File: src/hdl/bmg_pkg.sv
// ----------------------------------------------------------------------------
// bmg_pkg
// Shared types, constants and face table of the box mesh generator.
// ----------------------------------------------------------------------------
package bmg_pkg;

   // field widths
   localparam int SEG_W       = 7;
   localparam int DIM_W       = 16;
   localparam int COORD_W     = 16;
   localparam int TEX_W       = 17;
   localparam int INDEX_W     = 15;
   localparam int FACE_W      = 3;
   localparam int CSR_INDEX_W = 3;
   localparam int CSR_DATA_W  = 16;

   localparam int MAX_SEGMENTS = 64;

   // signed grid offset (2*i - g) and its product with an extent
   localparam int DIFF_W = SEG_W + 2;
   localparam int PROD_W = DIFF_W + DIM_W + 1;

   // shared divider: radix-16 restoring, four quotient bits per cycle
   localparam int DIVIDEND_W    = 28;
   localparam int DIVISOR_W     = SEG_W + 1;
   localparam int DIV_STEP_BITS = 4;
   localparam int DIV_CYCLES    = DIVIDEND_W / DIV_STEP_BITS;
   localparam int DIV_COUNT_W   = $clog2(DIV_CYCLES);

   localparam logic [TEX_W-1:0] TEX_ONE = TEX_W'(65536);

   // face codes, also the normal
   localparam logic [FACE_W-1:0] FACE_POS_X = 3'd0;
   localparam logic [FACE_W-1:0] FACE_NEG_X = 3'd1;
   localparam logic [FACE_W-1:0] FACE_POS_Y = 3'd2;
   localparam logic [FACE_W-1:0] FACE_NEG_Y = 3'd3;
   localparam logic [FACE_W-1:0] FACE_POS_Z = 3'd4;
   localparam logic [FACE_W-1:0] FACE_NEG_Z = 3'd5;
   localparam logic [FACE_W-1:0] FACE_LAST  = FACE_NEG_Z;

   typedef enum logic [CSR_INDEX_W-1:0] {
      CSR_BOX_WIDTH  = 3'd0,
      CSR_BOX_HEIGHT = 3'd1,
      CSR_BOX_DEPTH  = 3'd2,
      CSR_SEGMENTS_X = 3'd3,
      CSR_SEGMENTS_Y = 3'd4,
      CSR_SEGMENTS_Z = 3'd5
   } csr_index_type;

   typedef enum logic [1:0] {
      AXIS_X = 2'd0,
      AXIS_Y = 2'd1,
      AXIS_Z = 2'd2
   } axis_type;

   typedef struct packed {
      axis_type u_axis;
      axis_type v_axis;
      axis_type w_axis;
      logic     u_neg;
      logic     v_neg;
      logic     w_neg;
   } face_info_type;

   typedef enum logic [1:0] {
      DIV_POS_U = 2'd0,
      DIV_POS_V = 2'd1,
      DIV_TEX_U = 2'd2,
      DIV_TEX_V = 2'd3
   } div_op_type;

   typedef struct packed {
      logic       accept;
      logic       setup;
      logic       div_start;
      logic       div_capture;
      div_op_type div_op;
      logic       finish;
   } cmd_type;

   typedef struct packed {
      logic tri_phase;
      logic div_done;
   } status_type;

   function automatic face_info_type face_lookup(input logic [FACE_W-1:0] face);
      face_info_type fi;
      unique case (face)
         FACE_POS_X: fi = '{AXIS_Z, AXIS_Y, AXIS_X, 1'b1, 1'b1, 1'b0};
         FACE_NEG_X: fi = '{AXIS_Z, AXIS_Y, AXIS_X, 1'b0, 1'b1, 1'b1};
         FACE_POS_Y: fi = '{AXIS_X, AXIS_Z, AXIS_Y, 1'b0, 1'b0, 1'b0};
         FACE_NEG_Y: fi = '{AXIS_X, AXIS_Z, AXIS_Y, 1'b0, 1'b1, 1'b1};
         FACE_POS_Z: fi = '{AXIS_X, AXIS_Y, AXIS_Z, 1'b0, 1'b1, 1'b0};
         FACE_NEG_Z: fi = '{AXIS_X, AXIS_Y, AXIS_Z, 1'b1, 1'b1, 1'b1};
         default:    fi = '{AXIS_Z, AXIS_Y, AXIS_X, 1'b1, 1'b1, 1'b0};
      endcase
      return fi;
   endfunction

   // zero counts as one cell, large counts clamp
   function automatic logic [SEG_W-1:0] grid_limit(input logic [SEG_W-1:0] seg);
      logic [SEG_W-1:0] g;
      if (seg == '0)
         g = SEG_W'(1);
      else if (seg > SEG_W'(MAX_SEGMENTS))
         g = SEG_W'(MAX_SEGMENTS);
      else
         g = seg;
      return g;
   endfunction

endpackage

File: src/hdl/bmg_divider.sv
// ----------------------------------------------------------------------------
// bmg_divider
// Iterative unsigned divider, four quotient bits per cycle.
// ----------------------------------------------------------------------------
module bmg_divider (
   input  logic                                clock,
   input  logic                                reset,
   input  logic                                start,
   input  logic [bmg_pkg::DIVIDEND_W-1:0]      dividend,
   input  logic [bmg_pkg::DIVISOR_W-1:0]       divisor,
   output logic                                done,
   output logic [bmg_pkg::DIVIDEND_W-1:0]      quotient
);

   logic                                busy_ff, busy_in;
   logic                                done_ff, done_in;
   logic [bmg_pkg::DIV_COUNT_W-1:0]     count_ff, count_in;
   logic [bmg_pkg::DIVIDEND_W-1:0]      quo_ff, quo_in;
   logic [bmg_pkg::DIVISOR_W-1:0]       rem_ff, rem_in;
   logic [bmg_pkg::DIVISOR_W-1:0]       den_ff, den_in;
   logic [bmg_pkg::DIVIDEND_W-1:0]      quo_work;
   logic [bmg_pkg::DIVISOR_W-1:0]       rem_work;
   logic [bmg_pkg::DIVISOR_W:0]         trial;
   logic                                last_step;

   // four restoring steps: shift in the next dividend bit, subtract if it fits
   always_comb begin
      quo_work = quo_ff;
      rem_work = rem_ff;
      trial    = '0;
      for (int k = 0; k < bmg_pkg::DIV_STEP_BITS; k++) begin
         trial    = {rem_work, quo_work[bmg_pkg::DIVIDEND_W-1]};
         quo_work = {quo_work[bmg_pkg::DIVIDEND_W-2:0], 1'b0};
         if (trial >= {1'b0, den_ff}) begin
            trial       = trial - {1'b0, den_ff};
            quo_work[0] = 1'b1;
         end
         rem_work = trial[bmg_pkg::DIVISOR_W-1:0];
      end
   end

   assign last_step = busy_ff && (count_ff == bmg_pkg::DIV_COUNT_W'(bmg_pkg::DIV_CYCLES - 1));

   always_comb begin
      busy_in  = busy_ff;
      count_in = count_ff;
      quo_in   = quo_ff;
      rem_in   = rem_ff;
      den_in   = den_ff;
      done_in  = last_step;
      if (start) begin
         busy_in  = 1'b1;
         count_in = '0;
         quo_in   = dividend;
         rem_in   = '0;
         den_in   = divisor;
      end else if (busy_ff) begin
         quo_in   = quo_work;
         rem_in   = rem_work;
         count_in = count_ff + bmg_pkg::DIV_COUNT_W'(1);
         if (last_step)
            busy_in = 1'b0;
      end
   end

   always_ff @(posedge clock) begin
      if (reset) begin
         busy_ff  <= 1'b0;
         done_ff  <= 1'b0;
         count_ff <= '0;
      end else begin
         busy_ff  <= busy_in;
         done_ff  <= done_in;
         count_ff <= count_in;
      end
   end

   always_ff @(posedge clock) begin
      quo_ff <= quo_in;
      rem_ff <= rem_in;
      den_ff <= den_in;
   end

   assign done     = done_ff;
   assign quotient = quo_ff;

endmodule

File: src/hdl/bmg_datapath.sv
// ----------------------------------------------------------------------------
// bmg_datapath
// Configuration registers, record counters, vertex and index arithmetic.
// ----------------------------------------------------------------------------
module bmg_datapath (
   input  logic                                  clock,
   input  logic                                  reset,
   input  bmg_pkg::cmd_type                      cmd,
   output bmg_pkg::status_type                   status,
   input  logic                                  req_restart,
   input  logic                                  csr_write,
   input  logic [bmg_pkg::CSR_INDEX_W-1:0]       csr_index,
   input  logic [bmg_pkg::CSR_DATA_W-1:0]        csr_wdata,
   output logic                                  rsp_record_kind,
   output logic [bmg_pkg::FACE_W-1:0]            rsp_face_id,
   output logic signed [bmg_pkg::COORD_W-1:0]    rsp_pos_x,
   output logic signed [bmg_pkg::COORD_W-1:0]    rsp_pos_y,
   output logic signed [bmg_pkg::COORD_W-1:0]    rsp_pos_z,
   output logic [bmg_pkg::TEX_W-1:0]             rsp_tex_u,
   output logic [bmg_pkg::TEX_W-1:0]             rsp_tex_v,
   output logic [bmg_pkg::INDEX_W-1:0]           rsp_index_a,
   output logic [bmg_pkg::INDEX_W-1:0]           rsp_index_b,
   output logic [bmg_pkg::INDEX_W-1:0]           rsp_index_c,
   output logic                                  rsp_last_record
);

   // configuration
   logic [bmg_pkg::DIM_W-1:0]   width_ff, height_ff, depth_ff;
   logic [bmg_pkg::SEG_W-1:0]   seg_x_ff, seg_y_ff, seg_z_ff;

   // record counters
   logic [bmg_pkg::FACE_W-1:0]  face_ff, face_in;
   logic                        phase_ff, phase_in;
   logic [bmg_pkg::SEG_W-1:0]   col_ff, col_in;
   logic [bmg_pkg::SEG_W-1:0]   row_ff, row_in;
   logic                        second_ff, second_in;
   logic [bmg_pkg::INDEX_W-1:0] base_ff, base_in;
   logic                        end_box;

   // arithmetic
   bmg_pkg::face_info_type              face_info;
   logic [bmg_pkg::DIM_W-1:0]           ext_u, ext_v, ext_w;
   logic [bmg_pkg::SEG_W-1:0]           gx, gy, pitch, rows;
   logic signed [bmg_pkg::DIFF_W-1:0]   diff_u, diff_v;
   logic signed [bmg_pkg::DIM_W:0]      ext_u_s, ext_v_s;
   logic signed [bmg_pkg::PROD_W-1:0]   prod_u, prod_v;
   logic signed [bmg_pkg::PROD_W-1:0]   prod_u_ff, prod_v_ff;
   logic [bmg_pkg::PROD_W-1:0]          mag_u, mag_v;
   logic [bmg_pkg::DIVIDEND_W-1:0]      div_dividend, div_quotient;
   logic [bmg_pkg::DIVISOR_W-1:0]       div_divisor;
   logic                                div_done;
   logic signed [bmg_pkg::COORD_W-1:0]  coord_u_ff, coord_v_ff, coord_w;
   logic [bmg_pkg::TEX_W-1:0]           tex_u_ff, tex_vf_ff;
   logic [bmg_pkg::DIM_W:0]             half_sum;
   logic [bmg_pkg::DIM_W-1:0]           half_w;
   logic [2*bmg_pkg::SEG_W-1:0]         pitch_row, face_verts;
   logic [bmg_pkg::INDEX_W-1:0]         idx_a, idx_b, idx_c, idx_d;
   logic [bmg_pkg::SEG_W:0]             col_inc, row_inc;

   // output registers
   logic                                kind_ff, last_ff;
   logic [bmg_pkg::FACE_W-1:0]          face_id_ff;
   logic signed [bmg_pkg::COORD_W-1:0]  pos_x_ff, pos_y_ff, pos_z_ff;
   logic [bmg_pkg::TEX_W-1:0]           tex_u_out_ff, tex_v_out_ff;
   logic [bmg_pkg::INDEX_W-1:0]         index_a_ff, index_b_ff, index_c_ff;

   function automatic logic [bmg_pkg::DIM_W-1:0] pick_dim(input bmg_pkg::axis_type a,
         input logic [bmg_pkg::DIM_W-1:0] x, input logic [bmg_pkg::DIM_W-1:0] y,
         input logic [bmg_pkg::DIM_W-1:0] z);
      logic [bmg_pkg::DIM_W-1:0] r;
      unique case (a)
         bmg_pkg::AXIS_X: r = x;
         bmg_pkg::AXIS_Y: r = y;
         default:         r = z;
      endcase
      return r;
   endfunction

   function automatic logic [bmg_pkg::SEG_W-1:0] pick_seg(input bmg_pkg::axis_type a,
         input logic [bmg_pkg::SEG_W-1:0] x, input logic [bmg_pkg::SEG_W-1:0] y,
         input logic [bmg_pkg::SEG_W-1:0] z);
      logic [bmg_pkg::SEG_W-1:0] r;
      unique case (a)
         bmg_pkg::AXIS_X: r = x;
         bmg_pkg::AXIS_Y: r = y;
         default:         r = z;
      endcase
      return r;
   endfunction

   // apply sign and clamp to the signed 16-bit range
   function automatic logic signed [bmg_pkg::COORD_W-1:0] sat_coord(
         input logic [bmg_pkg::DIVIDEND_W-1:0] q, input logic neg);
      logic signed [bmg_pkg::COORD_W-1:0] r;
      logic                               big;
      big = (q[bmg_pkg::DIVIDEND_W-1:bmg_pkg::COORD_W-1] != '0);
      if (!neg)
         r = big ? {1'b0, {(bmg_pkg::COORD_W-1){1'b1}}} : q[bmg_pkg::COORD_W-1:0];
      else
         r = big ? {1'b1, {(bmg_pkg::COORD_W-1){1'b0}}} : -q[bmg_pkg::COORD_W-1:0];
      return r;
   endfunction

   function automatic logic [bmg_pkg::TEX_W-1:0] tex_limit(
         input logic [bmg_pkg::DIVIDEND_W-1:0] q);
      logic [bmg_pkg::TEX_W-1:0] r;
      if (q > bmg_pkg::DIVIDEND_W'(bmg_pkg::TEX_ONE))
         r = bmg_pkg::TEX_ONE;
      else
         r = q[bmg_pkg::TEX_W-1:0];
      return r;
   endfunction

   function automatic logic signed [bmg_pkg::COORD_W-1:0] place(
         input bmg_pkg::axis_type target, input bmg_pkg::face_info_type fi,
         input logic signed [bmg_pkg::COORD_W-1:0] cu,
         input logic signed [bmg_pkg::COORD_W-1:0] cv,
         input logic signed [bmg_pkg::COORD_W-1:0] cw);
      logic signed [bmg_pkg::COORD_W-1:0] r;
      if (fi.u_axis == target)
         r = cu;
      else if (fi.v_axis == target)
         r = cv;
      else
         r = cw;
      return r;
   endfunction

   // configuration writes
   always_ff @(posedge clock) begin
      if (reset) begin
         width_ff  <= bmg_pkg::DIM_W'(256);
         height_ff <= bmg_pkg::DIM_W'(256);
         depth_ff  <= bmg_pkg::DIM_W'(256);
         seg_x_ff  <= bmg_pkg::SEG_W'(1);
         seg_y_ff  <= bmg_pkg::SEG_W'(1);
         seg_z_ff  <= bmg_pkg::SEG_W'(1);
      end else if (csr_write) begin
         unique case (csr_index)
            bmg_pkg::CSR_BOX_WIDTH:  width_ff  <= csr_wdata;
            bmg_pkg::CSR_BOX_HEIGHT: height_ff <= csr_wdata;
            bmg_pkg::CSR_BOX_DEPTH:  depth_ff  <= csr_wdata;
            bmg_pkg::CSR_SEGMENTS_X: seg_x_ff  <= csr_wdata[bmg_pkg::SEG_W-1:0];
            bmg_pkg::CSR_SEGMENTS_Y: seg_y_ff  <= csr_wdata[bmg_pkg::SEG_W-1:0];
            bmg_pkg::CSR_SEGMENTS_Z: seg_z_ff  <= csr_wdata[bmg_pkg::SEG_W-1:0];
            default: ;
         endcase
      end
   end

   // face geometry
   always_comb begin
      face_info = bmg_pkg::face_lookup(face_ff);
      ext_u     = pick_dim(face_info.u_axis, width_ff, height_ff, depth_ff);
      ext_v     = pick_dim(face_info.v_axis, width_ff, height_ff, depth_ff);
      ext_w     = pick_dim(face_info.w_axis, width_ff, height_ff, depth_ff);
      gx        = bmg_pkg::grid_limit(pick_seg(face_info.u_axis, seg_x_ff, seg_y_ff, seg_z_ff));
      gy        = bmg_pkg::grid_limit(pick_seg(face_info.v_axis, seg_x_ff, seg_y_ff, seg_z_ff));
      pitch     = gx + bmg_pkg::SEG_W'(1);
      rows      = gy + bmg_pkg::SEG_W'(1);
   end

   // numerators of the grid coordinates: extent * (2*index - grid)
   assign diff_u  = $signed({1'b0, col_ff, 1'b0}) - $signed({2'b00, gx});
   assign diff_v  = $signed({1'b0, row_ff, 1'b0}) - $signed({2'b00, gy});
   assign ext_u_s = $signed({1'b0, ext_u});
   assign ext_v_s = $signed({1'b0, ext_v});
   assign prod_u  = diff_u * ext_u_s;
   assign prod_v  = diff_v * ext_v_s;

   always_ff @(posedge clock) begin
      if (cmd.setup) begin
         prod_u_ff <= prod_u;
         prod_v_ff <= prod_v;
      end
   end

   assign mag_u = prod_u_ff[bmg_pkg::PROD_W-1] ? -prod_u_ff : prod_u_ff;
   assign mag_v = prod_v_ff[bmg_pkg::PROD_W-1] ? -prod_v_ff : prod_v_ff;

   // round half away from zero: (|n| + g) / (2g); UV: (i*65536 + g/2) / g
   always_comb begin
      case (cmd.div_op)
         bmg_pkg::DIV_POS_U: begin
            div_dividend = bmg_pkg::DIVIDEND_W'(mag_u) + bmg_pkg::DIVIDEND_W'(gx);
            div_divisor  = {gx, 1'b0};
         end
         bmg_pkg::DIV_POS_V: begin
            div_dividend = bmg_pkg::DIVIDEND_W'(mag_v) + bmg_pkg::DIVIDEND_W'(gy);
            div_divisor  = {gy, 1'b0};
         end
         bmg_pkg::DIV_TEX_U: begin
            div_dividend = bmg_pkg::DIVIDEND_W'({col_ff, 16'h0000})
                         + bmg_pkg::DIVIDEND_W'(gx[bmg_pkg::SEG_W-1:1]);
            div_divisor  = {1'b0, gx};
         end
         default: begin
            div_dividend = bmg_pkg::DIVIDEND_W'({row_ff, 16'h0000})
                         + bmg_pkg::DIVIDEND_W'(gy[bmg_pkg::SEG_W-1:1]);
            div_divisor  = {1'b0, gy};
         end
      endcase
   end

   bmg_divider u_divider (
      .clock    (clock),
      .reset    (reset),
      .start    (cmd.div_start),
      .dividend (div_dividend),
      .divisor  (div_divisor),
      .done     (div_done),
      .quotient (div_quotient)
   );

   always_ff @(posedge clock) begin
      if (cmd.div_capture) begin
         case (cmd.div_op)
            bmg_pkg::DIV_POS_U:
               coord_u_ff <= sat_coord(div_quotient,
                                       prod_u_ff[bmg_pkg::PROD_W-1] ^ face_info.u_neg);
            bmg_pkg::DIV_POS_V:
               coord_v_ff <= sat_coord(div_quotient,
                                       prod_v_ff[bmg_pkg::PROD_W-1] ^ face_info.v_neg);
            bmg_pkg::DIV_TEX_U: tex_u_ff  <= tex_limit(div_quotient);
            default:            tex_vf_ff <= tex_limit(div_quotient);
         endcase
      end
   end

   // plane offset: half the third extent, rounded away from zero
   always_comb begin
      half_sum = {1'b0, ext_w} + (bmg_pkg::DIM_W + 1)'(1);
      half_w   = half_sum[bmg_pkg::DIM_W:1];
      if (face_info.w_neg)
         coord_w = -half_w;
      else if (half_w[bmg_pkg::DIM_W-1])
         coord_w = {1'b0, {(bmg_pkg::COORD_W-1){1'b1}}};
      else
         coord_w = half_w;
   end

   // triangle corners of the current cell
   always_comb begin
      pitch_row  = pitch * row_ff;
      face_verts = pitch * rows;
      idx_a      = base_ff + bmg_pkg::INDEX_W'(col_ff) + bmg_pkg::INDEX_W'(pitch_row);
      idx_d      = idx_a + bmg_pkg::INDEX_W'(1);
      idx_b      = idx_a + bmg_pkg::INDEX_W'(pitch);
      idx_c      = idx_b + bmg_pkg::INDEX_W'(1);
   end

   // advance to the next record
   always_comb begin
      face_in   = face_ff;
      phase_in  = phase_ff;
      col_in    = col_ff;
      row_in    = row_ff;
      second_in = second_ff;
      base_in   = base_ff;
      end_box   = 1'b0;
      col_inc   = {1'b0, col_ff} + (bmg_pkg::SEG_W + 1)'(1);
      row_inc   = {1'b0, row_ff} + (bmg_pkg::SEG_W + 1)'(1);
      if (cmd.accept && req_restart) begin
         face_in   = bmg_pkg::FACE_POS_X;
         phase_in  = 1'b0;
         col_in    = '0;
         row_in    = '0;
         second_in = 1'b0;
         base_in   = '0;
      end else if (cmd.finish) begin
         if (!phase_ff) begin
            col_in = col_inc[bmg_pkg::SEG_W-1:0];
            if (col_inc >= {1'b0, pitch}) begin
               col_in = '0;
               row_in = row_inc[bmg_pkg::SEG_W-1:0];
               if (row_inc >= {1'b0, rows}) begin
                  row_in    = '0;
                  phase_in  = 1'b1;
                  second_in = 1'b0;
               end
            end
         end else if (!second_ff) begin
            second_in = 1'b1;
         end else begin
            second_in = 1'b0;
            col_in    = col_inc[bmg_pkg::SEG_W-1:0];
            if (col_inc >= {1'b0, gx}) begin
               col_in = '0;
               row_in = row_inc[bmg_pkg::SEG_W-1:0];
               if (row_inc >= {1'b0, gy}) begin
                  row_in   = '0;
                  phase_in = 1'b0;
                  base_in  = base_ff + bmg_pkg::INDEX_W'(face_verts);
                  if (face_ff >= bmg_pkg::FACE_LAST) begin
                     face_in = bmg_pkg::FACE_POS_X;
                     base_in = '0;
                     end_box = 1'b1;
                  end else begin
                     face_in = face_ff + bmg_pkg::FACE_W'(1);
                  end
               end
            end
         end
      end
   end

   always_ff @(posedge clock) begin
      if (reset) begin
         face_ff   <= bmg_pkg::FACE_POS_X;
         phase_ff  <= 1'b0;
         col_ff    <= '0;
         row_ff    <= '0;
         second_ff <= 1'b0;
         base_ff   <= '0;
      end else begin
         face_ff   <= face_in;
         phase_ff  <= phase_in;
         col_ff    <= col_in;
         row_ff    <= row_in;
         second_ff <= second_in;
         base_ff   <= base_in;
      end
   end

   // result register, loaded from the current counters
   always_ff @(posedge clock) begin
      if (reset) begin
         kind_ff <= 1'b0;
         last_ff <= 1'b0;
      end else if (cmd.finish) begin
         kind_ff <= phase_ff;
         last_ff <= phase_ff && end_box;
      end
   end

   always_ff @(posedge clock) begin
      if (cmd.finish) begin
         face_id_ff <= face_ff;
         if (!phase_ff) begin
            pos_x_ff     <= place(bmg_pkg::AXIS_X, face_info, coord_u_ff, coord_v_ff, coord_w);
            pos_y_ff     <= place(bmg_pkg::AXIS_Y, face_info, coord_u_ff, coord_v_ff, coord_w);
            pos_z_ff     <= place(bmg_pkg::AXIS_Z, face_info, coord_u_ff, coord_v_ff, coord_w);
            tex_u_out_ff <= tex_u_ff;
            tex_v_out_ff <= bmg_pkg::TEX_ONE - tex_vf_ff;
            index_a_ff   <= '0;
            index_b_ff   <= '0;
            index_c_ff   <= '0;
         end else begin
            pos_x_ff     <= '0;
            pos_y_ff     <= '0;
            pos_z_ff     <= '0;
            tex_u_out_ff <= '0;
            tex_v_out_ff <= '0;
            index_a_ff   <= second_ff ? idx_b : idx_a;
            index_b_ff   <= second_ff ? idx_c : idx_b;
            index_c_ff   <= idx_d;
         end
      end
   end

   assign status.tri_phase = phase_ff;
   assign status.div_done  = div_done;

   assign rsp_record_kind = kind_ff;
   assign rsp_face_id     = face_id_ff;
   assign rsp_pos_x       = pos_x_ff;
   assign rsp_pos_y       = pos_y_ff;
   assign rsp_pos_z       = pos_z_ff;
   assign rsp_tex_u       = tex_u_out_ff;
   assign rsp_tex_v       = tex_v_out_ff;
   assign rsp_index_a     = index_a_ff;
   assign rsp_index_b     = index_b_ff;
   assign rsp_index_c     = index_c_ff;
   assign rsp_last_record = last_ff;

`ifndef SYNTHESIS
   a_face_range: assert property (@(posedge clock) disable iff (reset)
      face_ff <= bmg_pkg::FACE_LAST)
      else $error("face counter out of range");

   a_last_on_final_triangle: assert property (@(posedge clock) disable iff (reset)
      rsp_last_record |-> (rsp_record_kind && rsp_face_id == bmg_pkg::FACE_LAST))
      else $error("last record flag outside the final triangle of the box");
`endif

endmodule

File: src/hdl/bmg_controller.sv
// ----------------------------------------------------------------------------
// bmg_controller
// Sequences one transaction: operand setup, four divisions for a vertex record, result hand-off.
// ----------------------------------------------------------------------------
module bmg_controller (
   input  logic                 clock,
   input  logic                 reset,
   input  logic                 req_valid,
   output logic                 req_stall,
   output logic                 rsp_valid,
   input  logic                 rsp_stall,
   output bmg_pkg::cmd_type     cmd,
   input  bmg_pkg::status_type  status
);

   typedef enum logic [5:0] {
      ST_IDLE      = 6'b000001,
      ST_SETUP     = 6'b000010,
      ST_DIV_START = 6'b000100,
      ST_DIV_WAIT  = 6'b001000,
      ST_FINISH    = 6'b010000,
      ST_RESULT    = 6'b100000
   } state_type;

   state_type            state_ff, state_in;
   bmg_pkg::div_op_type  op_ff, op_in;

   function automatic bmg_pkg::div_op_type next_op(input bmg_pkg::div_op_type op);
      bmg_pkg::div_op_type r;
      case (op)
         bmg_pkg::DIV_POS_U: r = bmg_pkg::DIV_POS_V;
         bmg_pkg::DIV_POS_V: r = bmg_pkg::DIV_TEX_U;
         default:            r = bmg_pkg::DIV_TEX_V;
      endcase
      return r;
   endfunction

   always_comb begin
      state_in   = state_ff;
      op_in      = op_ff;
      cmd        = '0;
      cmd.div_op = op_ff;
      unique case (state_ff)
         ST_IDLE: begin
            if (req_valid) begin
               cmd.accept = 1'b1;
               state_in   = ST_SETUP;
            end
         end
         ST_SETUP: begin
            cmd.setup = 1'b1;
            if (status.tri_phase) begin
               state_in = ST_FINISH;
            end else begin
               op_in    = bmg_pkg::DIV_POS_U;
               state_in = ST_DIV_START;
            end
         end
         ST_DIV_START: begin
            cmd.div_start = 1'b1;
            state_in      = ST_DIV_WAIT;
         end
         ST_DIV_WAIT: begin
            if (status.div_done) begin
               cmd.div_capture = 1'b1;
               if (op_ff == bmg_pkg::DIV_TEX_V) begin
                  state_in = ST_FINISH;
               end else begin
                  op_in    = next_op(op_ff);
                  state_in = ST_DIV_START;
               end
            end
         end
         ST_FINISH: begin
            cmd.finish = 1'b1;
            state_in   = ST_RESULT;
         end
         ST_RESULT: begin
            // hold the result until the consumer takes it
            if (!rsp_stall)
               state_in = ST_IDLE;
         end
         default: state_in = ST_IDLE;
      endcase
   end

   always_ff @(posedge clock) begin
      if (reset) begin
         state_ff <= ST_IDLE;
         op_ff    <= bmg_pkg::DIV_POS_U;
      end else begin
         state_ff <= state_in;
         op_ff    <= op_in;
      end
   end

   assign req_stall = (state_ff != ST_IDLE);
   assign rsp_valid = (state_ff == ST_RESULT);

`ifndef SYNTHESIS
   a_div_latency: assert property (@(posedge clock) disable iff (reset)
      status.div_done |-> $past(cmd.div_start, bmg_pkg::DIV_CYCLES + 1))
      else $error("divider finished without a matching start");

   a_done_in_wait: assert property (@(posedge clock) disable iff (reset)
      status.div_done |-> (state_ff == ST_DIV_WAIT))
      else $error("divider result arrived outside the wait state");

   a_finish_presents: assert property (@(posedge clock) disable iff (reset)
      cmd.finish |=> rsp_valid)
      else $error("finished record not presented");

   a_delivery_frees_input: assert property (@(posedge clock) disable iff (reset)
      (rsp_valid && !rsp_stall) |=> !req_stall)
      else $error("input not reopened after delivery");
`endif

endmodule

File: src/hdl/box_mesh_generator_unit.sv
// ----------------------------------------------------------------------------
// box_mesh_generator_unit
// Segmented box mesh generator: one vertex or triangle record per transaction.
// ----------------------------------------------------------------------------
// Each request transaction returns exactly one record. Faces run +x, -x, +y,
// -y, +z, -z; each face emits its grid vertices row by row, then two triangles
// per cell. A triangle record passes from one accepted request to the next
// through accept, setup, compute and present. A vertex record sends the two
// grid coordinates and the two UV values one after another through a single
// shared divider, which resolves four quotient bits per cycle; each division
// is a load, the iterative steps and a capture. A stalled result is held until
// the consumer takes it. Register writes take effect at once and are expected
// only between transactions.
// ----------------------------------------------------------------------------
module box_mesh_generator_unit (
   input  logic                                  clock,
   input  logic                                  reset,
   input  logic                                  req_valid,
   output logic                                  req_stall,
   input  logic                                  req_restart,
   output logic                                  rsp_valid,
   input  logic                                  rsp_stall,
   output logic                                  rsp_record_kind,
   output logic [bmg_pkg::FACE_W-1:0]            rsp_face_id,
   output logic signed [bmg_pkg::COORD_W-1:0]    rsp_pos_x,
   output logic signed [bmg_pkg::COORD_W-1:0]    rsp_pos_y,
   output logic signed [bmg_pkg::COORD_W-1:0]    rsp_pos_z,
   output logic [bmg_pkg::TEX_W-1:0]             rsp_tex_u,
   output logic [bmg_pkg::TEX_W-1:0]             rsp_tex_v,
   output logic [bmg_pkg::INDEX_W-1:0]           rsp_index_a,
   output logic [bmg_pkg::INDEX_W-1:0]           rsp_index_b,
   output logic [bmg_pkg::INDEX_W-1:0]           rsp_index_c,
   output logic                                  rsp_last_record,
   input  logic                                  csr_write,
   input  logic [bmg_pkg::CSR_INDEX_W-1:0]       csr_index,
   input  logic [bmg_pkg::CSR_DATA_W-1:0]        csr_wdata
);

   bmg_pkg::cmd_type     cmd;
   bmg_pkg::status_type  status;

   bmg_controller u_controller (
      .clock     (clock),
      .reset     (reset),
      .req_valid (req_valid),
      .req_stall (req_stall),
      .rsp_valid (rsp_valid),
      .rsp_stall (rsp_stall),
      .cmd       (cmd),
      .status    (status)
   );

   bmg_datapath u_datapath (
      .clock           (clock),
      .reset           (reset),
      .cmd             (cmd),
      .status          (status),
      .req_restart     (req_restart),
      .csr_write       (csr_write),
      .csr_index       (csr_index),
      .csr_wdata       (csr_wdata),
      .rsp_record_kind (rsp_record_kind),
      .rsp_face_id     (rsp_face_id),
      .rsp_pos_x       (rsp_pos_x),
      .rsp_pos_y       (rsp_pos_y),
      .rsp_pos_z       (rsp_pos_z),
      .rsp_tex_u       (rsp_tex_u),
      .rsp_tex_v       (rsp_tex_v),
      .rsp_index_a     (rsp_index_a),
      .rsp_index_b     (rsp_index_b),
      .rsp_index_c     (rsp_index_c),
      .rsp_last_record (rsp_last_record)
   );

endmodule

File: config.mk
export PLATFORM = sky130hd
export DESIGN_NAME = box_mesh_generator_unit
export DESIGN_NICKNAME = d
export VERILOG_FILES = /design/src/hdl/bmg_pkg.sv /design/src/hdl/bmg_divider.sv /design/src/hdl/bmg_datapath.sv /design/src/hdl/bmg_controller.sv /design/src/hdl/box_mesh_generator_unit.sv
export SDC_FILE = /design/constraint.sdc
export NUM_CORES = 2
export LEC_CHECK = 0
export ABC_AREA = 1
export BUFFER_PORTS_ARGS = -buffer_cell sky130_fd_sc_hd__buf_2
export CAP_MARGIN = 20
export CORE_UTILIZATION = 30
export CTS_CLUSTER_DIAMETER = 150
export DETAILED_ROUTE_END_ITERATION = 7
export SKIP_LAST_GASP = 1
export SLEW_MARGIN = 40
export SYNTH_ARGS = -nofsm -noshare
export SYNTH_HDL_FRONTEND = slang
export SYNTH_SLANG_ARGS = --single-unit
File: constraint.sdc
create_clock -name clock -period 8.35 [get_ports clock]
set_input_delay 1.67 -clock clock [delete_from_list [all_inputs] [get_ports clock]]
set_output_delay 1.67 -clock clock [all_outputs]
set_load 0.05 [all_outputs]
# Yosys cells after proc, flatten, opt, wreduce, memory -nomap -nowiden
# Cells that the tools add are included.
[word_totals] latch_bits=0 output_inout_bits=134 mem_bits_ro=0 input_bits=25 ramBits=0 register_bits=410 memories=0 elab_cells=240
[op_classes] muxes=89 n_reduce_logical=34 n_addsub=28 n_shift=0 n_mul=4 n_div=0 n_eq_ne=33 order_cmp=12 n_bitwise=3
[ops] cell="two-way mux 16 bit" count=11
[ops] cell="two-way mux 7 bit" count=14
[ops] cell="case mux 16 bit (2 select lines)" count=3
[ops] cell="case mux 28 bit (3 select lines)" count=1
[ops] cell="two-way mux 15 bit" count=4
[ops] cell="two-way mux 28 bit" count=2
[ops] cell="adder 26 x 7 -> 27 bit" count=2
[ops] cell="multiplier 9 x 17 -> 26 bit" count=2
[ops] cell="two-way mux 26 bit" count=2
[ops] cell="negator 26 bit" count=2
[ops] cell="adder 23 x 6 -> 24 bit" count=2
[ops] cell="case mux 9 bit (5 select lines)" count=1
[ops] cell=">= comparator 9 x 8 -> 1 bit" count=4
[ops] cell="case mux 6 bit (6 select lines)" count=1
[ops] cell=">= comparator 8 x 7 -> 1 bit" count=4
[ops] cell="two-way mux 8 bit" count=4
[ops] cell="negator 16 bit" count=2
[ops] cell="subtractor 8 bit" count=4
[ops] cell="two-way mux 1 bit" count=31
[ops] cell="adder 15 x 1 -> 15 bit (second input constant)" count=2
[ops] cell="adder 15 x 14 -> 15 bit" count=2
[ops] cell="adder 15 x 7 -> 15 bit" count=2
[ops] cell="> comparator 28 x 17 -> 1 bit (second input constant)" count=1
[ops] cell="multiplier 7 x 7 -> 14 bit" count=2
[ops] cell="44 further kinds" count=98

# Longest topological paths before layout
[depth] word_depth=15 depth_mapped=49 ltp_nobuf=47

# By module
# Synthesis repeated with hierarchy kept, for this count alone.
[hier_totals] hier_cells=4903 area_unflattened_um2=38564.5
[by_module_without_submodules] module="bmg_datapath" seq_area_each_um2=9549.2 area_each_um2=34197.8 cells_per_inst=4327 instances=1
[by_module_without_submodules] module="bmg_divider" seq_area_each_um2=1341.3 area_each_um2=3868.7 cells_per_inst=506 instances=1
[by_module_without_submodules] module="bmg_controller" seq_area_each_um2=160.2 area_each_um2=498.0 cells_per_inst=70 instances=1

# Least setup slack after synthesis
# Ideal clock, no wire load.
[synth_path] kind="flip-flop to flip-flop" start="register u_datapath.face_ff[2] (netlist name)" end="register u_datapath.prod_v_ff[23] (netlist name) (data pin)" arrival_ns=7.962 path_buffers=1 synth_period_minus_slack_ns=8.224 path_slack_ns=0.126 required_time_ns=8.088 setup_ns=0.262 stages_incl_launch_ff=37 cell_sequence="dfxtp_1 inv_1 ha_1 buf_4 inv_2 nor2_4 a221oi_1 nand2_1 nor2_2 a21oi_2 nor2_2 inv_1 fa_1 a31oi_1 or2_2 o21ai_0 inv_1 nor2_1 nor3_2 nand2_1 fa_1 fa_1 inv_1 fa_1 fa_1 inv_1 fa_1 inv_1 ha_1 inv_1 o31ai_1 a21oi_1 o21ai_0 a31oi_1 o21ai_0 a21oi_1 xor2_1"
[synth_via] elab_chain_cells=9 elab_cells_between_ends=16 classes_between="add/sub (1); mul (1); order compare (1); eq/ne (6); mux (5); reduce/logical (2)"
[synth_lines] element="from (decl)" line="bmg_datapath.sv:32" rtl="logic [bmg_pkg::FACE_W-1:0] face_ff, face_in;"
[synth_lines] element="from (signal assigned)" line="bmg_datapath.sv:309" rtl="face_ff <= bmg_pkg::FACE_POS_X;"
[synth_lines] element="from (signal assigned)" line="bmg_datapath.sv:316" rtl="face_ff <= face_in;"
[synth_lines] element="equality test 3 bit (tied with other cells)" line="bmg_pkg.sv:88" rtl="unique case (face)"
[synth_lines] element="case mux 9 bit (5 select lines) (*)" line="bmg_pkg.sv:88"
[synth_lines] element="equality test 2 x 1 -> 1 bit or zero test 2 bit (tied branches)" line="bmg_datapath.sv:71, bmg_datapath.sv:83"
[synth_lines] element="case mux 7 bit (2 select lines)" line="bmg_datapath.sv:83" rtl="unique case (a)"
[synth_lines] element="> comparator 7 bit" line="bmg_pkg.sv:105" rtl="else if (seg > SEG_W'(MAX_SEGMENTS))"
[synth_lines] element="two-way mux 7 bit" line="bmg_pkg.sv:105"
[synth_lines] element="two-way mux 7 bit" line="bmg_pkg.sv:103" rtl="if (seg == '0)"
[synth_lines] element="subtractor 8 x 7 -> 9 bit" line="bmg_datapath.sv:165" rtl="assign diff_v = $signed({1'b0, row_ff, 1'b0}) - $signed({2'b00, gy});"
[synth_lines] element="multiplier 9 x 17 -> 26 bit (*)" line="bmg_datapath.sv:169" rtl="assign prod_v = diff_v * ext_v_s;"
[synth_lines] element="net u_datapath.prod_v, one bit" line="bmg_datapath.sv:46" rtl="logic signed [bmg_pkg::PROD_W-1:0] prod_u, prod_v;"
[synth_lines] element="to (signal assigned)" line="bmg_datapath.sv:174" rtl="prod_v_ff <= prod_v;"
[synth_lines] element="to (decl)" line="bmg_datapath.sv:47" rtl="logic signed [bmg_pkg::PROD_W-1:0] prod_u_ff, prod_v_ff;"
# Mark *: on every way through the listed nets, which the timed path passes. The rest lies on a longest branch.
# A chain may end at the register's enable or synchronous reset.

# Worst setup path in the final report
[layout_path] start="register u_datapath.face_ff[1] (netlist name)" end="register u_datapath.prod_u_ff[23] (netlist name) (data pin)"
[layout_via] elab_chain_cells=9 elab_cells_between_ends=16 classes_between="add/sub (1); mul (1); order compare (1); eq/ne (6); mux (5); reduce/logical (2)"
[layout_lines] element="equality test 3 bit (tied with other cells)" line="bmg_pkg.sv:88"
[layout_lines] element="case mux 9 bit (5 select lines) (*)" line="bmg_pkg.sv:88"
[layout_lines] element="equality test 2 x 1 -> 1 bit or zero test 2 bit (tied branches)" line="bmg_datapath.sv:71, bmg_datapath.sv:83"
[layout_lines] element="case mux 7 bit (2 select lines)" line="bmg_datapath.sv:83"
[layout_lines] element="> comparator 7 bit" line="bmg_pkg.sv:105"
[layout_lines] element="two-way mux 7 bit" line="bmg_pkg.sv:105"
[layout_lines] element="two-way mux 7 bit" line="bmg_pkg.sv:103"
[layout_lines] element="subtractor 8 x 7 -> 9 bit" line="bmg_datapath.sv:164" rtl="assign diff_u = $signed({1'b0, col_ff, 1'b0}) - $signed({2'b00, gx});"
[layout_lines] element="multiplier 9 x 17 -> 26 bit (*)" line="bmg_datapath.sv:168" rtl="assign prod_u = diff_u * ext_u_s;"
[layout_lines] element="net u_datapath.prod_u, one bit" line="bmg_datapath.sv:46"
[layout_lines] element="to (signal assigned)" line="bmg_datapath.sv:173" rtl="prod_u_ff <= prod_u;"
[layout_lines] element="to (decl)" line="bmg_datapath.sv:47"
# Marks and branches as above.

==> summary.md <==
| Metric | Value |
|---|---|
| FILL cells | `13800` |
| Leak pwr | `approximately 21 nW` |
| # H-tree levels | `2` |
| Number of buffers added on ports | `approximately 160` |
| Layout Nets | `5976` |
| Final period util | `0.947` |
| Post-Syn Nets | `about 5800` |
| Count of final setup violators | `0` |
| Core area | `0.130 mm^2` |
| Setup Crit Path Kind | `register to register` |
| Primary FF master, synth | `edfxtp_1` |
| Min Tclk post-route | `7910 ps` |
| Netlist cell types | `64` |
| Ys async rst share | `0` |
| Initial DRC count | `2678` |
| Seq pwr share | `0.250` |
| CTS tree | `done` |
| Chip height | `364 um` |
| Post-synthesis cell area | `0.0393 mm^2` |
| Via density | `between 4 and 5` |
| Final Hold Vio Count | `0` |
| Die ar. | `0.133 mm^2` |
| Status | `completed` |
| Final GP Congestion | `0.981` |
| Crit path largest cell delay | `550 ps` |
| Ys Warns | `0` |
| Switch share | `0.433` |
| Min-Delay Path Class | `register to register` |
| Initial antenna violation count | `2` |
| Top delay family on crit path | `adder cells` |
| Horiz. Die Dim | `364 um` |
| I/O pins | `159` |
| Gate power share | `0.536` |
| Pwr Density | `217 mW/mm^2` |
| Sequential element share of the synthesized area | `0.281` |
| Clk sinks | `410` |
| Slew Viols, Final | `0` |
| Post-route clock skew | `24.6 ps` |
| CTS Buf Count | `45` |
| Placed cells | `7034` |
| Crit-path slowest cell | `fa_1` |
| Crit path depth | `just over 40` |
| CTS clk-pin slew, worst paths | `60 ps` |
| CTS Root Cell | `clkbuf_16` |
| # DRC | `0` |
| Top cells by area, synth | `edfxtp_1 22%, fa_1 15%, nand2_1 11%, ha_1 10%, inv_1 8.7%` |
| Row count | `about 130` |
| Synth cell count leaders | `1113 x nand2_1, 907 x inv_1, 587 x nor2_1` |
| Startpoint Class | `register` |
| Clk_lat worst skew | `620 ps` |
| GRT Max-Usage Layer | `met2` |
| Register-to-Register Path Depth | `41` |
| Post-layout instance area | `0.0443 mm^2` |
| Synth top area share | `0.217` |
| Worst setup endpoint | `u_datapath.prod_u_ff[23]` |
| WL final | `117000 um` |
| Crit path max fanout | `7` |
| Worst Setup End Kind | `register` |
| Share of cells above drive strength 1 | `0.0895` |
| RR Startpoint | `u_datapath.face_ff[1]` |
| Global-route usage over all layers | `0.174` |
| Largest net degree at the start of global routing | `70` |
| Switching pwr | `4.16 mW` |
| Cell count after synthesis | `5156` |
| Largest area contributor in the netlist | `edfxtp_1` |
| Register area | `~0.011 mm^2` |
| EDFF count, synth | `about 280` |
| Met3 Use GR | `0.0203` |
| Arrival time worst endpoint | `8260 ps` |
| Syn Area/Cell | `7.63 um^2` |
| First-pass GRT wire length | `183000 um` |
| WL/cell | `about 16 um` |
| Met2 GRT Util | `0.294` |
| Fmax | `0.126 GHz` |
| CP startpoint | `u_datapath.face_ff[1]` |
| Worst Path Buf+Inv | `9` |
| Total gr overflow | `0` |
| Clock Tree Buf Depth | `3` |
| Worst slew pin tran | `around 830 ps` |
| Vias post-DR | `34400` |
| Number of global-route vias before repair | `32800` |
| Area of the multi-input gates | `0.0244 mm^2` |
| DP Area | `between 0.04 and 0.05 mm^2` |
| P&R area growth vs syn | `12.7%` |
| 1st-pass router iterations | `6` |
| Antenna-violating nets left | `0` |
| Reg-to-reg setup timing slack | `440 ps` |
| DP Wirelength | `94800 um` |
| Initial Util | `0.303` |
| Max-Slew Margin vs Limit | `0.444` |
| Reg-to-reg critical path endpoint | `u_datapath.prod_u_ff[23]` |
| Layout Cells excl Fill | `7127` |
| VDD IR max | `around 0.36 mV` |
| Yosys reg bits | `410` |
| TNS Setup | `0 ps` |
| Clock power share | `0.214` |
| GR met1 Demand/Resource | `0.230` |
| Required time of the critical path | `8700 ps` |
| Max-Cap Viols | `0` |
| Int Pwr | `5.45 mW` |
| Most frequent cell after synthesis | `nand2_1` |
| Most frequent cell on the critical path | `nand2_1` |
[area by class of cell]
type	count	area share
multi-input combinational	3690	0.551
sequential	410	0.249
inverter	928	0.0787
tap	1742	0.0492
timing repair buffer	273	0.0374
clock buffer	58	0.0280
clock inverter	25	0.00601
antenna	1	0.0000564
[through the flow]
step / utilization / worst slack (ps) / hold slack [ps] / power (mW)
finish: 0.342 / 438 / 463 / 9.62
global route: 0.342 / -46.3 / 487 / 10.4
floorplan: - / 126 / 424 / 6.30
CTS: 0.340 / -11.3 / 464 / 9.56
global placement: 0.328 / 65.3 / 453 / 7.40
detailed placement: 0.328 / -55.6 / 455 / 7.45
[state kept, by name, summed over array words and instances, names as in the netlist, 15 cells and up]
| name | count |
|---|---|
| u_datapath.u_divider.quotient | 28 |
| u_datapath.prod_u_ff | 26 |
| u_datapath.prod_v_ff | 26 |
| u_datapath.rsp_tex_u | 17 |
| u_datapath.rsp_tex_v | 17 |
| u_datapath.tex_u_ff | 17 |
| u_datapath.tex_vf_ff | 17 |
| u_datapath.coord_u_ff | 16 |
| u_datapath.coord_v_ff | 16 |
| u_datapath.depth_ff | 16 |
| u_datapath.height_ff | 16 |
| u_datapath.rsp_pos_x | 16 |
| u_datapath.rsp_pos_y | 16 |
| u_datapath.rsp_pos_z | 16 |
| u_datapath.width_ff | 16 |
| u_datapath.base_ff | 15 |
| u_datapath.rsp_index_a | 15 |
| u_datapath.rsp_index_b | 15 |
| u_datapath.rsp_index_c | 15 |
[power groups by stage]
stage          sequential [mW]  clock (mW)  combinational (mW)
2_1_floorplan             2.43           0                3.88
3_3_place_gp              2.44           0                4.96
3_5_place_dp              2.44           0                5.00
4_1_cts                   2.40        2.11                5.05
5_1_grt                   2.41        2.19                5.83
6_report                  2.40        2.06                5.15
[per-layer routing]
metal | up-vias | part of all wire
li1 | 16900 | -
met1 | 16400 | 0.44
met2 | 936 | 0.48
met3 | 186 | 0.051
met4 | 0 | 0.033
met5 | - | 0
[worst min-delay path by stage]
stage | from | to | slack [ps] | depth (start not counted)
global placement | u_datapath.u_divider.count_ff[2] | u_datapath.u_divider.count_ff[2] | 450 | 2
CTS | u_datapath.rsp_last_record | u_datapath.rsp_last_record | 460 | 2
floorplan | u_datapath.seg_y_ff[3] | u_datapath.seg_y_ff[3] | 420 | 2
finish | u_datapath.rsp_last_record | u_datapath.rsp_last_record | 460 | 2
detailed placement | u_datapath.rsp_last_record | u_datapath.rsp_last_record | 450 | 2
global route | u_datapath.height_ff[10] | u_datapath.height_ff[10] | 490 | 2
[layout by cell type, fill, tap and decap left out, types with 46 or more instances in the layout]
cell	count
a21oi_1	298
buf_2	159
buf_4	112
clkbuf_16	46
dfxtp_1	124
edfxtp_1	284
fa_1	287
ha_1	312
inv_1	903
nand2_1	1113
nand3_1	261
nor2_1	581
o21ai_0	330
xor2_1	93
[repair_timing]
item / CTS / global route
hold buffers: 0 / 0
resized for setup: 1 / 44
endpoints found under the setup margin: 1 / 35
setup buffers: 0 / 9
pin swaps: 0 / 6
[worst reg2reg max path: cells and delay by family (launching register included)]
family / cells / cell delay (ps)
and+or+nand+nor: 16 / 1850
DFF: 1 / 400
buffers and inverters: 9 / 680
adders and majority gates: 8 / 3540
AOI/OAI and AO/OA: 7 / 1010
xor gates and xnor gates: 1 / 160
[kinds of logic (layout without fill, tap and decap cells)]
logic type               count (synthesis)  after routing  synth area share
XOR/XNOR                               137            137            0.0317
other                                    0              1                 0
buffers and inverters                 1056           1284             0.103
adder cells (fa/ha/maj)                603            603             0.247
flip-flops                             410            410             0.281
AND/OR/NAND/NOR                       2149           2149             0.228
AO/OA/AOI/OAI                          801            801             0.110
No activity file was read; power rests on OpenSTA's default activity.
